--- src/rtl/tmvb_ram.sv ---
// tmvb_ram: generic single write port, single read port ram, registered read
// no dependencies
module tmvb_ram #(
	parameter int WIDTH = 8,
	parameter int DEPTH = 16
) (
	input  logic                     clk,
	input  logic                     we,
	input  logic [$clog2(DEPTH)-1:0] waddr,
	input  logic [WIDTH-1:0]         wdata,
	input  logic [$clog2(DEPTH)-1:0] raddr,
	output logic [WIDTH-1:0]         rdata
);
	logic [WIDTH-1:0] mem [DEPTH];
	always_ff @(posedge clk) begin
		if (we) begin
			mem[waddr] <= wdata;
		end
		rdata <= mem[raddr];
	end
endmodule

--- config.mk ---
export PLATFORM = sky130hd
export DESIGN_NAME = tmvb_ram
export DESIGN_NICKNAME = d
export VERILOG_FILES = /design/src/rtl/tmvb_ram.sv
export SDC_FILE = /design/constraint.sdc
export NUM_CORES = 1
export LEC_CHECK = 0
export BUFFER_PORTS_ARGS = -buffer_cell sky130_fd_sc_hd__buf_2
export CORE_ASPECT_RATIO = 1.4
export CORE_UTILIZATION = 35
export DETAILED_ROUTE_END_ITERATION = 6
export GPL_ROUTABILITY_DRIVEN = 0
export PLACE_DENSITY_LB_ADDON = 0.15
export SKIP_CTS_REPAIR_TIMING = 1
export SLEW_MARGIN = 10
export SYNTH_ARGS = -nofsm -noshare
export SYNTH_HDL_FRONTEND = slang
export SYNTH_SLANG_ARGS = --single-unit
--- constraint.sdc ---
create_clock -name clk -period 2.58 [get_ports clk]
set_input_delay 0.129 -clock clk [delete_from_list [all_inputs] [get_ports clk]]
set_output_delay 0.129 -clock clk [all_outputs]
set_load 0.1 [all_outputs]
Yosys cells after proc, flatten, opt, wreduce, memory -nomap -nowiden. Memories as Yosys holds them, arrays and structs flattened. A register that Yosys moved wholly into a read port is not among the register bits. Cells that the tools add are included.

Register bits after elaboration: 0. Memories kept: 1. Output and inout port bits: 8. Logic and storage cells: 3. RAM bits: 128.

Mux-type cells: 2.

Memory list: mem (depth 16, bits a word 8, rd ports 1, clocked after Yosys merged registers in 1, write ports 1, RTL line 14) `logic [WIDTH-1:0] mem [DEPTH];`.

Operators with widths (count): $mux 1 (2).

Depth between registers and ports, before layout.
Word-level depth: 2. Gate-level depth with buffers: 5. Mapped depth without buffers: 3.

Least setup slack after synthesis. No wires, ideal clock.

Path kind: in2reg. Start: in waddr[2]. End: mem mem[0][0], enable pin. Path slack: 0.958 ns. Stages on the path: 2. Data required time: 2.197 ns. Arrival: 1.239 ns. Cell sequence: or3b_2 nor3_1.

RTL lines: start, declared (RTL line 9) `input logic [$clog2(DEPTH)-1:0] waddr,`; end, declared (RTL line 14).

Straight into the memory's write port.

==> impl_metrics.env <==
export IMPL_grt_max_degree=33
export IMPL_grtUsageMet3_pct=3.627
export IMPL_synth_area_per_cell_sq_um=22.48
export IMPL_regToRegSetupSlack_ns=1.14
export IMPL_start_util_pct=35.80
export IMPL_hold_end="mem[10][1]$_DFFE_PP_"
export IMPL_vias=2446
export IMPL_peakVddDrop_mv=0.3218
export IMPL_pwr_share_seq_pct=49.2
export IMPL_finalSetupViolCount=0
export IMPL_numCtsBuffers=17
export IMPL_num_io_pins=26
export IMPL_detail_route_antenna_nets=0
export IMPL_relSlewSlack_pct=41.87
export IMPL_wl_per_cell_um=21.97
export IMPL_dp_final_hpwl_um=6766
export IMPL_arrival_ns=1.71
export IMPL_start_kind="register"
export IMPL_synth_distinct_cells=19
export IMPL_cts_num_sinks=136
export IMPL_post_route_min_period_ns=1.437
export IMPL_synth_seq_cells=136
export IMPL_sw_frac_of_total_pct=22.88
export IMPL_slowest_stage="mux4_1"
export IMPL_worst_slew_pin_slew_ns=0.8688
export IMPL_reg2regPathDepth=3
export IMPL_die_area_sq_um=15200
export IMPL_tritoncts="built"
export IMPL_syn_area_sq_um=5147
export IMPL_regToRegStartpoint="mem[9][1]$_DFFE_PP_"
export IMPL_p_leak_nw=2.063
export IMPL_die_w_um=104.5
export IMPL_rows=52
export IMPL_rsz0062_at_grt="false"
export IMPL_yosysSeqAreaShare_pct=77.78
export IMPL_slowest_delay_ns=0.53
export IMPL_power_density_nw_per_um2=824.7
export IMPL_hp_class="in2reg"
export IMPL_yosysWarnings=0
export IMPL_period_share_pct=55.71
export IMPL_min_from="wdata[1]"
export IMPL_port_buffers=25
export IMPL_drt_iter0_markers=135
export IMPL_critical_path_class="reg2reg"
export IMPL_setup_tns_ns=0
export IMPL_grt_pass1_vias=2547
export IMPL_max_freq_mhz=695.7
export IMPL_antenna_cells=0
export IMPL_route_detailed_drc=0
export IMPL_grt_busiest_layer="met2"
export IMPL_whs_path_depth=1
export IMPL_hold_violations=0
export IMPL_status="complete, no violations"
export IMPL_root_buffer="clkbuf_16"
export IMPL_fillers=1261
export IMPL_detail_route_first_pass_iterations=6
export IMPL_design_core_area_sq_um=14380
export IMPL_grt_pass1_wl_um=16250
export IMPL_finalPower_mw=5.047
export IMPL_cp_end_kind="register"
export IMPL_clockPowerShare_pct=44.2
export IMPL_final_cell_mix="edfxtp_1, buf_2, mux4_2, clkbuf_16"
export IMPL_cap_violations=0
export IMPL_clockBufferDepth=2
export IMPL_p_sw_mw=1.155
export IMPL_clk_pin_slew_ns=0.06
export IMPL_drive_gt1_share_pct=31.40
export IMPL_met2_usage_pct=26.19
export IMPL_cts_htree_levels=4
export IMPL_required_ns=2.85
export IMPL_final_net_count=298
export IMPL_die_y_um=145.5
export IMPL_power_frac_comb_pct=6.6
export IMPL_syn_to_final_growth_pct=18.89
export IMPL_use_met1_pct=18.76
export IMPL_viasPerCell=5.075
export IMPL_timing_rr_end="rdata[1]$_DFF_P_"
export IMPL_slew_viol_final=0
export IMPL_grtUsageTotal_pct=15.40
export IMPL_routed_wl_um=10590
export IMPL_grt_remaining_overflow=0
export IMPL_syn_nets=247
export IMPL_synthCells=229
export IMPL_worstPathCellList="mux4_1 > a22oi_1 > nand2_1"
export IMPL_skew_ns=0.005316
export IMPL_insertion_delay_ns=0.41
export IMPL_power_internal_mw=3.892
export IMPL_final_common_cell="edfxtp_1"
export IMPL_path_max_fanout=1
export IMPL_antenna_found_initial=0
export IMPL_critPathLaunch="mem[9][1]$_DFFE_PP_"
-- per-stage QoR --
| stage | instance area (sq um) | std cells | setup slack [ns] | util [%] | hold WS [ns] |
|---|---|---|---|---|---|
| 3_5_place_dp | 5563 | 450 | 0.6989 | 38.69 | 0.5400 |
| 4_1_cts | 6120 | 482 | 1.117 | 42.56 | 0.1038 |
| 3_3_place_gp | 5563 | 450 | 0.7231 | 38.69 | 0.5319 |
| 5_1_grt | 6120 | 482 | 1.045 | 42.56 | 0.1055 |
| 6_report | 6120 | 482 | 1.143 | 42.56 | 0.1168 |
| 2_1_floorplan | 5147 | 229 | 0.9581 | - | 0.2279 |
-- state kept, by name, indices dropped and copies added, names as in the netlist --
register	cells
mem	128
rdata	8
-- synthesized netlist by cell type, drive strengths merged --
library cell	count	area (sq um)
nor2b	1	6.260
nor2	13	48.80
a22oi	16	120.1
edfxtp	128	3844
nand2b	2	12.51
dfxtp	8	160.2
buf	7	56.30
mux4	32	773.2
and2	1	6.260
or3b	1	8.760
nand2	9	33.78
clkdlybuf4s25	3	30.03
and2b	1	7.510
nand3	1	5.000
nand3b	2	15.01
nor3	4	20.02
-- per-layer routing --
metal / vias to the layer above / wire length [um]
li1: 1078 / -
met1: 1298 / 4497
met2: 59 / 5654
met3: 11 / 315
met4: 0 / 121
met5: - / 0
-- power by group through the flow --
stage	registers, mW	logic, mW	clock network, mW
6_report	2.48	0.335	2.23
5_1_grt	2.49	0.357	2.39
4_1_cts	2.48	0.343	2.27
3_5_place_dp	2.53	0.342	0
3_3_place_gp	2.53	0.340	0
2_1_floorplan	2.63	0.125	0
-- how the worst max path moves through the flow --
stage,to,slack (ns),cells past startpoint
2_1_floorplan,mem[0][0]$_DFFE_PP_,0.96,2
3_3_place_gp,rdata[1]$_DFF_P_,0.72,5
3_5_place_dp,mem[1][5]$_DFFE_PP_,0.70,3
4_1_cts,mem[1][7]$_DFFE_PP_,1.12,3
5_1_grt,rdata[1]$_DFF_P_,1.05,3
6_report,rdata[1]$_DFF_P_,1.14,3
-- worst max-delay path: cells and delay by family, from the launching register on --
kind	cells	cell delay (ns)
muxes	1	0.53
DFF	1	0.35
AOI/OAI and AO/OA	1	0.28
and+or+nand+nor	1	0.13
-- cells by family after synthesis --
group	count (synthesis)	synth area share, %
compound gates	16	2.334
buf+inv	10	1.677
flops	136	77.78
mux	32	15.02
simple gates	35	3.184
-- layout make-up --
| class | count | area, sq um | share of cell area, % |
|---|---|---|---|
| sequential | 136 | 4004 | 65.43 |
| multi-input combinational | 83 | 1057 | 17.28 |
| clock buffer | 17 | 425.4 | 6.952 |
| timing repair buffer | 42 | 265.3 | 4.334 |
| tap | 189 | 236.5 | 3.864 |
| clock inverter | 15 | 131.4 | 2.147 |
No activity file was read; power rests on OpenSTA's default activity.
